$ cat config.mk
export PLATFORM = sky130hd
export DESIGN_NAME = noise_shaped_audio_dither
export DESIGN_NICKNAME = d
export VERILOG_FILES = /design/src/rtl/nsad_pkg.sv /design/src/rtl/nsad_state.sv /design/src/rtl/nsad_shaper.sv /design/src/rtl/noise_shaped_audio_dither.sv
export SDC_FILE = /design/constraint.sdc
export NUM_CORES = 2
export LEC_CHECK = 0
export ABC_AREA = 1
export BUFFER_PORTS_ARGS = -buffer_cell sky130_fd_sc_hd__buf_2
export CAP_MARGIN = 20
export CORE_MARGIN = 3
export CORE_UTILIZATION = 50
export DETAILED_ROUTE_END_ITERATION = 8
export PLACE_DENSITY = 0.65
export SYNTH_ARGS = -nofsm -noshare
export SYNTH_HDL_FRONTEND = slang
export SYNTH_SLANG_ARGS = --single-unit
$ cat constraint.sdc
create_clock -name clk -period 21 [get_ports clk]
set_input_delay 2.1 -clock clk [delete_from_list [all_inputs] [get_ports clk]]
set_output_delay 2.1 -clock clk [all_outputs]
set_load 0.02 [all_outputs]
$ cat src/rtl/nsad_pkg.sv
// Shared types, codes and constants for the noise-shaped audio dither block.
// Used by nsad_state, nsad_shaper and noise_shaped_audio_dither.
package nsad_pkg;

  localparam int MAX_CHANNELS = 9;
  localparam int CH_W  = (MAX_CHANNELS > 1) ? $clog2(MAX_CHANNELS) : 1;
  localparam int CNT_W = $clog2(MAX_CHANNELS + 1);

  localparam int ACC_W    = 36;

  localparam logic [20:0] LCG_MUL = 21'h19660d;
  localparam logic [31:0] LCG_ADD = 32'h3c6ef35f;

  localparam logic signed [ACC_W-1:0] Q_ONE     = 36'sh0_4000_0000;
  localparam logic signed [ACC_W-1:0] LSB_EIGHT = 36'sh0_0080_0000;
  localparam logic signed [ACC_W-1:0] LSB_SIXTN = 36'sh0_0000_8000;

  // register indexes on the configuration port
  localparam logic [1:0] REG_ENABLE       = 2'd0;
  localparam logic [1:0] REG_TARGET_DEPTH = 2'd1;
  localparam logic [1:0] REG_NUM_CHANNELS = 2'd2;

  // target depth codes
  localparam logic [1:0] DEPTH_NONE    = 2'd0;
  localparam logic [1:0] DEPTH_EIGHT   = 2'd1;
  localparam logic [1:0] DEPTH_SIXTEEN = 2'd2;

  typedef struct packed {
    logic [31:0] err_now;
    logic [31:0] err_half;
    logic [31:0] err_old;
    logic [31:0] lcg;
  } chan_state_t;

endpackage

$ cat src/rtl/nsad_state.sv
// Per-channel history file: three error-feedback terms and the generator state.
// One read and one write at the working channel; depends on nsad_pkg.
module nsad_state
  import nsad_pkg::*;
(
  input  logic              clk,
  input  logic              rst,
  input  logic              clear,
  input  logic [CH_W-1:0]   ch,
  input  logic              wr_en,
  input  chan_state_t       wr_data,
  output chan_state_t       rd_data
);

  chan_state_t entries [MAX_CHANNELS];

  assign rd_data = entries[ch];

  always_ff @(posedge clk) begin
    if (rst || clear) begin
      for (int i = 0; i < MAX_CHANNELS; i++) begin
        entries[i] <= '0;
      end
    end else if (wr_en) begin
      entries[ch] <= wr_data;
    end
  end

endmodule

$ cat src/rtl/nsad_shaper.sv
// Noise-shaping, dither and clip arithmetic for one sample.
// Combinational; depends on nsad_pkg.
module nsad_shaper
  import nsad_pkg::*;
(
  input  logic [31:0]  sample,
  input  logic         enable,
  input  logic [1:0]   target_depth,
  input  chan_state_t  cur,
  output logic [31:0]  result,
  output logic         update,
  output chan_state_t  nxt
);

  logic signed [ACC_W-1:0] x_s, en_s, eh_s, eo_s;
  logic signed [ACC_W-1:0] shaped, clamped, lsb, dith, out_sum, out_clip, err;
  logic [31:0]             prod;
  logic [31:0]             rnd, diff;

  assign x_s  = ACC_W'(signed'(sample));
  assign en_s = ACC_W'(signed'(cur.err_now));
  assign eh_s = ACC_W'(signed'(cur.err_half));
  assign eo_s = ACC_W'(signed'(cur.err_old));

  // only the low word of the generator product is kept
  assign prod = cur.lcg * 32'(LCG_MUL);
  assign rnd  = prod + LCG_ADD;
  assign diff = rnd - cur.lcg;

  always_comb begin
    // diff * lsb >> 32 is a plain shift since lsb is a power of two
    case (target_depth)
      DEPTH_EIGHT: begin
        lsb  = LSB_EIGHT;
        dith = signed'({13'b0, diff[31:9]});
      end
      DEPTH_SIXTEEN: begin
        lsb  = LSB_SIXTN;
        dith = signed'({21'b0, diff[31:17]});
      end
      default: begin
        lsb  = '0;
        dith = '0;
      end
    endcase
  end

  assign update  = enable && (lsb != '0);
  assign shaped  = x_s + en_s - eh_s + eo_s;
  assign out_sum = shaped + lsb + dith;

  always_comb begin
    clamped  = shaped;
    out_clip = out_sum;
    if (out_sum > Q_ONE) begin
      out_clip = Q_ONE;
      if (shaped > Q_ONE) clamped = Q_ONE;
    end else if (out_sum < -Q_ONE) begin
      out_clip = -Q_ONE;
      if (shaped < -Q_ONE) clamped = -Q_ONE;
    end
  end

  assign err = clamped - out_clip;

  assign result = update ? out_clip[31:0] : sample;

  assign nxt.err_now  = err[31:0];
  assign nxt.err_half = {cur.err_now[31], cur.err_now[31:1]};
  assign nxt.err_old  = cur.err_half;
  assign nxt.lcg      = rnd;

endmodule

$ cat src/rtl/noise_shaped_audio_dither.sv
// Noise-shaped linear dither for interleaved Q2.30 audio (1.0 = 2^30).
// An item is taken into an input register with its channel number, then
// shaped, dithered and clipped combinationally and placed in the output register;
// one item is accepted every cycle, and only a stalled
// output holds the input side. Channel history (three error terms and an LCG
// per channel) lives in flip-flops, read and rewritten in the same cycle, so
// back-to-back items of one channel see each other's updates. Writing
// num_channels clears all history and restarts the channel counter; the
// configuration port is always ready and is meant to be written while idle.
// Depends on nsad_pkg, nsad_state and nsad_shaper.
module noise_shaped_audio_dither
  import nsad_pkg::*;
(
  input  logic        clk,
  input  logic        rst,
  input  logic        in_valid,
  output logic        in_ready,
  input  logic [31:0] sample_in,
  input  logic        buffer_start,
  output logic        out_valid,
  input  logic        out_ready,
  output logic [31:0] sample_out,
  input  logic        cfg_valid,
  output logic        cfg_ready,
  input  logic [1:0]  cfg_index,
  input  logic [31:0] cfg_data
);

  logic             enable;
  logic [1:0]       target_depth;
  logic [3:0]       num_channels;
  logic [CH_W-1:0]  chan_index;

  logic             s1_valid;
  logic [31:0]      s1_sample;
  logic [CH_W-1:0]  s1_ch;

  logic             advance, in_fire, cfg_fire, clear;
  logic [CNT_W-1:0] eff_count, ch_wide, ch_inc;
  logic [CH_W-1:0]  ch_sel;

  chan_state_t      cur_state, nxt_state;
  logic [31:0]      result;
  logic             update;

  assign cfg_ready = 1'b1;
  assign cfg_fire  = cfg_valid && cfg_ready;
  assign clear     = cfg_fire && (cfg_index == REG_NUM_CHANNELS);

  assign advance  = !out_valid || out_ready;
  assign in_ready = !s1_valid || advance;
  assign in_fire  = in_valid && in_ready;

  always_comb begin
    if (num_channels == '0) begin
      eff_count = CNT_W'(1);
    end else if (32'(num_channels) > 32'(MAX_CHANNELS)) begin
      eff_count = CNT_W'(MAX_CHANNELS);
    end else begin
      eff_count = CNT_W'(num_channels);
    end
  end

  // a counter at or past the count falls back to channel zero
  always_comb begin
    ch_wide = buffer_start ? '0 : CNT_W'(chan_index);
    if (ch_wide >= eff_count) ch_wide = '0;
    ch_sel = CH_W'(ch_wide);
    ch_inc = ch_wide + CNT_W'(1);
  end

  always_ff @(posedge clk) begin
    if (rst) begin
      enable       <= 1'b0;
      target_depth <= DEPTH_NONE;
      num_channels <= 4'd2;
    end else if (cfg_fire) begin
      case (cfg_index)
        REG_ENABLE:       enable       <= cfg_data[0];
        REG_TARGET_DEPTH: target_depth <= cfg_data[1:0];
        REG_NUM_CHANNELS: num_channels <= cfg_data[3:0];
        default: ;
      endcase
    end
  end

  always_ff @(posedge clk) begin
    if (rst || clear) begin
      chan_index <= '0;
    end else if (in_fire) begin
      chan_index <= (ch_inc >= eff_count) ? '0 : CH_W'(ch_inc);
    end
  end

  always_ff @(posedge clk) begin
    if (rst) begin
      s1_valid <= 1'b0;
    end else if (in_ready) begin
      s1_valid <= in_valid;
    end
  end

  always_ff @(posedge clk) begin
    if (in_fire) begin
      s1_sample <= sample_in;
      s1_ch     <= ch_sel;
    end
  end

  nsad_state u_state (
    .clk     (clk),
    .rst     (rst),
    .clear   (clear),
    .ch      (s1_ch),
    .wr_en   (s1_valid && advance && update),
    .wr_data (nxt_state),
    .rd_data (cur_state)
  );

  nsad_shaper u_shaper (
    .sample       (s1_sample),
    .enable       (enable),
    .target_depth (target_depth),
    .cur          (cur_state),
    .result       (result),
    .update       (update),
    .nxt          (nxt_state)
  );

  always_ff @(posedge clk) begin
    if (rst) begin
      out_valid <= 1'b0;
    end else if (advance) begin
      out_valid <= s1_valid;
    end
  end

  always_ff @(posedge clk) begin
    if (advance && s1_valid) begin
      sample_out <= result;
    end
  end

endmodule

== Word-level counts from Yosys, hierarchy flattened ==
Memories as Yosys holds them, arrays and structs flattened. A register that Yosys moved wholly into a read port is not among the register bits.
Index checks and enable logic that the tools add are counted.
W data, S select, Z words.

* $add $sub $neg: 9
* $mul: 1
* Magnitude comparators: 7
* Eq/ne operators: 4
* Mux-type cells: 23
* Reductions and logical operators: 17

{| class="wikitable"
|+ Operator list
! kind !! number
|-
| $mux W32 || 7
|-
| $mux W128 || 1
|-
| $reduce_or A128 Y1 || 1
|-
| $sub A32 B32 Y32 || 2
|-
| $pmux W24 S2 || 1
|-
| $pmux W23 S2 || 1
|-
| $add A35 B25 Y36 || 1
|-
| $add A36 B24 Y36 || 1
|-
| $gt A36 B32 Y1 const B || 1
|-
| $lt A36 B31 Y1 const B || 1
|-
| $reduce_bool A36 Y1 || 1
|-
| $add A34 B32 Y35 || 1
|-
| $gt A35 B32 Y1 const B || 1
|-
| $lt A35 B31 Y1 const B || 1
|-
| $sub A33 B32 Y34 || 1
|-
| $add A32 B32 Y33 || 1
|-
| $add A32 B30 Y32 const B || 1
|-
| $mul A32 B21 Y32 const B || 1
|-
| $mux W4 || 7
|-
| $ge A4 B4 Y1 || 2
|-
| $mux W1 || 6
|-
| $reduce_and A2 Y1 || 3
|-
| $logic_and A1 B1 Y1 || 5
|-
| $add A4 B1 Y4 const B || 1
|-
| 7 further kinds || 12
|}

* Bits in registers: 81
* Bits in writable memories: 1152
* Input bits: 72
* Output and inout bits: 35
* Word-level logic and storage cells: 71
* Memories: 1

{| class="wikitable"
|+ Memory list
! name !! words !! bits a word !! rd ports !! clocked after Yosys merged registers in !! write ports !! RTL line !! source
|-
| u_state.entries || 9 || 128 || 1 || 1 || 9 || nsad_state.sv:15 || <nowiki>chan_state_t entries [MAX_CHANNELS];</nowiki>
|}

== Depth between registers and ports, before layout ==
* Depth after elaboration: 10
* Depth in mapped cells: 93
* Mapped depth without buffers: 86

== Modules after synthesis ==
A second synthesis with hierarchy kept.

* Cell total of the unflattened synthesis: 12760
* Area, all modules: 112659.3 um^2

{| class="wikitable"
|+ By module, submodules not included
! module !! instances !! cells each !! area each (um^2) !! seq. area each (um^2)
|-
| nsad_state || 1 || 9653 || 90578.1 || 61499.0
|-
| nsad_shaper || 1 || 2908 || 19123.3 || 0.0
|-
| noise_shaped_audio_dither || 1 || 199 || 2957.8 || 2302.2
|}

== Least setup slack after synthesis ==
Ideal clock, no wire load.

* Path kind: in2reg
* From: input cfg_valid
* To: memory u_state.entries[12][0] (netlist bit) (enable)
* Setup time: 919 ps
* Data arrival time: 14341 ps
* Required time: 20081 ps
* Setup slack: 5740 ps
* Cell stages on the path: 5
* Buffers on the path: 0
* Cells stage by stage: inv_1 nor3_1 nor2_1 nand2_1 nor4_1

{| class="wikitable"
|+ RTL lines
! item !! RTL line !! source
|-
| from (decl) || noise_shaped_audio_dither.sv:23 || <nowiki>input logic cfg_valid,</nowiki>
|-
| to (decl) || nsad_state.sv:15 ||
|}

==> metrics.md <==
| Metric | Value |
|---|---|
| Run status | finished, final reports clean |
| Vias | 76600 |
| Crit path max-delay cell type | buf_4 |
| Post-Syn Area per Cell | 10.6 um^2 |
| Core Area | 205000 um^2 |
| Routed wire per std cell | 26.0 um |
| Pin count of the biggest net entering global routing | 167 |
| H-tree lvl count | 4 |
| Area occupied by registers | 62900 um^2 |
| Vias in the first global route | 73600 |
| Post-synth EDFFs | 2084 |
| Simple-gate share of the synthesized area | 13.4% |
| Synth Area in Compound Gates | 11.9% |
| TritonCTS Buffers | 209 |
| Clock Skews | 0.0603 ns |
| Cell mode on critical path | nand2_1 |
| Post-synthesis register bit count | 2101 |
| Actual slew at the worst max-slew pin | 1.21 ns |
| Gate Count Post-Synth | 9772 |
| Worst Path Required | 21.52 ns |
| Area grow syn2layout | 9.50% |
| Worst-path fanout max | 149 |
| DRC viols | 0 |
| Hold EP | chan_index[3] |
| Mapped cell area | 104000 um^2 |
| Worst reg2reg setup slack | 2.17 ns |
| Tmin final | 18.83 ns |
| Ys flop type | edfxtp_1 |
| Routed Antenna Nets | 0 |
| Layout fillers | 17300 |
| Die Ht | 461 um |
| Die X | 461 um |
| DR pass1 iterations | 7 |
| Largest family of logic cells by synthesized area | simple AND/OR/NAND/NOR gates |
| Fraction of registers with async set/reset | 0% |
| Hold Buf Count CTS | 0 |
| Max-slew headroom | 18.9% |
| Detailed router's first-iteration violation count | 10600 |
| Vias per inst | 6.12 |
| CP startpoint kind | flop |
| Seq/Total Area, Yosys | 60.7% |
| Multi-input gate area | 35700 um^2 |
| Hold WC Path Type | flop to flop |
| Total wire length | 326000 um |
| Syn Nets | 10400 |
| Dpl ws | 2.61 ns |
| R2R cell count | 68 |
| FP Rows | 166 |
| Clock tree buffer depth | 3 |
| Die area | 213000 um^2 |
| Worst reg2reg path endpoint | u_state.entries[11][122] |
| Setup bufs post-CTS | 0 |
| HP Start | chan_index[3] |
| Num ports | 107 |
| Total congestion overflow | 0 |
| Synth Area in XOR/XNOR | 1.15% |
| CP peak stage delay | 0.85 ns |
| Crit. End Element | flop |
| RePlAce Congestion | 0.965 |
| Multiplexer share of the synthesized area | 0% |
| Initial antenna violation count | 2 |
| Adder-cell share of the synthesized area | 7.76% |
| First-pass GRT wire length | 478000 um |
| Hold violation count in the final report | 0 |
| CTS tree | built |
| Syn. warnings | 0 |
| Max Cap Viol | 0 |
| Clock sink count | 2101 |
| WHS Path Cells | 2 |
| Worst-path clk slew | 0.06 ns |
| Final slew viol count | 0 |
| Post-CTS Resized | 0 |
| Crit path kind | flop to flop |
| Layout cells sized above 1 | 6.49% |
| Post-Route Setup TNS | 0 ns |
| Period utilization | 89.7% |
| DP HPWL | 185000 um |
| Clock Latency Late Sink | 0.89 ns |
| CP arrival | 19.35 ns |
| Nets | 10200 |
| Root Buffer Master | clkbuf_16 |
| Yosys cell types | 61 |
| Final worst slack | 2.17 ns |
| Port Buffer Count | 77 |
| Final core utilization | 55.3% |
| RSZ-0062 raised after global routing | no |
| Peak Freq | 0.0531 GHz |
| Initial Utilization | 50.5% |
| Final setup fails | 0 |
| Total track usage | 30.2% |
cells by family after synthesis:
kind of cell	count (synthesis)
adder cells (fa/ha/maj)	519
AND/OR/NAND/NOR	3519
flip-flops	2101
buffers and inverters	1384
AO/OA/AOI/OAI	2113
XOR/XNOR	135
other	1
per-layer routing:
metal / GRT usage (%) / vias to the layer above / wire length (um)
met5: 0 / - / 0
met4: 9.35 / 0 / 9560
met3: 5.90 / 606 / 37700
met2: 46.4 / 4505 / 147000
met1: 43.5 / 37700 / 132000
li1: - / 33800 / -
cell usage after synthesis (all sizes together) (86+ instances only):
| master | n | area (um^2) |
|---|---|---|
| inv | 712 | 2670 |
| fa | 207 | 4140 |
| clkinv | 101 | 379 |
| nand2 | 821 | 3120 |
| a21oi | 182 | 911 |
| clkbuf | 483 | 1810 |
| xor2 | 93 | 822 |
| buf | 88 | 444 |
| o211ai | 86 | 646 |
| nor2 | 2389 | 9020 |
| o21ai | 1226 | 6140 |
| o221ai | 236 | 2070 |
| edfxtp | 2084 | 62600 |
| nand3 | 214 | 1180 |
| ha | 312 | 3900 |
| o22ai | 256 | 1600 |
metrics by stage:
stage	area (um^2)	instances	hold slack, ns
2_1_floorplan	104000	9772	0.444
3_3_place_gp	107000	12100	0.455
3_5_place_dp	107000	12100	0.461
4_1_cts	113000	12500	0.470
5_1_grt	114000	12500	0.500
6_report	114000	12500	0.472
state kept, by name, summed over array words and instances, names as in the netlist, named ones only:
signal	flops
u_state.entries	2016
chan_index	4
s1_valid	1
out_valid	1
sample_out	32
s1_sample	32
target_depth	2
num_channels	4
enable	1
s1_ch	4
worst max-delay path by stage:
stage / to / slack [ns] / cells after the start / startpoint
5_1_grt: u_state.entries[11][122] / 1.00 / 70 / flop
2_1_floorplan: u_state.entries[12][0] / 5.74 / 5 / cfg_valid
6_report: u_state.entries[11][122] / 2.17 / 68 / flop
3_5_place_dp: u_state.entries[12][114] / 2.61 / 71 / flop
4_1_cts: u_state.entries[11][122] / 2.56 / 72 / flop
3_3_place_gp: u_state.entries[12][114] / 2.79 / 66 / flop
worst max-delay path, delay by kind of cell, from the launching register on:
family | cells | cell delay (ns)
adders and majority gates | 12 | 4.47
and+or+nand+nor | 28 | 5.56
buffers and inverters | 8 | 2.68
AOI/OAI and AO/OA | 17 | 3.79
xor gates and xnor gates | 3 | 1.25
DFF | 1 | 0.51
placed cells by master, fill, tap and decap left out, types with 78 or more instances in the layout:
master	count
nor2_1	2371
edfxtp_1	2084
o21ai_0	1220
nand2_1	791
inv_1	703
ha_1	312
o22ai_1	256
o221ai_1	236
clkbuf_16	210
fa_1	207
nand3_1	192
a21oi_1	182
clkinv_1	152
buf_4	145
xor2_1	91
o211ai_1	86
buf_2	78
final cells by class:
class	instances	share of cell area [%]
Antenna cell	1	0.00220
Clock buffer	258	4.79
Tap cell	2688	2.96
Sequential cell	2101	55.4
Multi-Input combinational cell	6287	31.4
Clock inverter	132	1.05
Timing Repair Buffer	242	1.64
Inverter	813	2.71
Power is left out: the tool's default activity adds up to more than one toggle a clock period on the data nets, which glitch-free logic cannot reach.
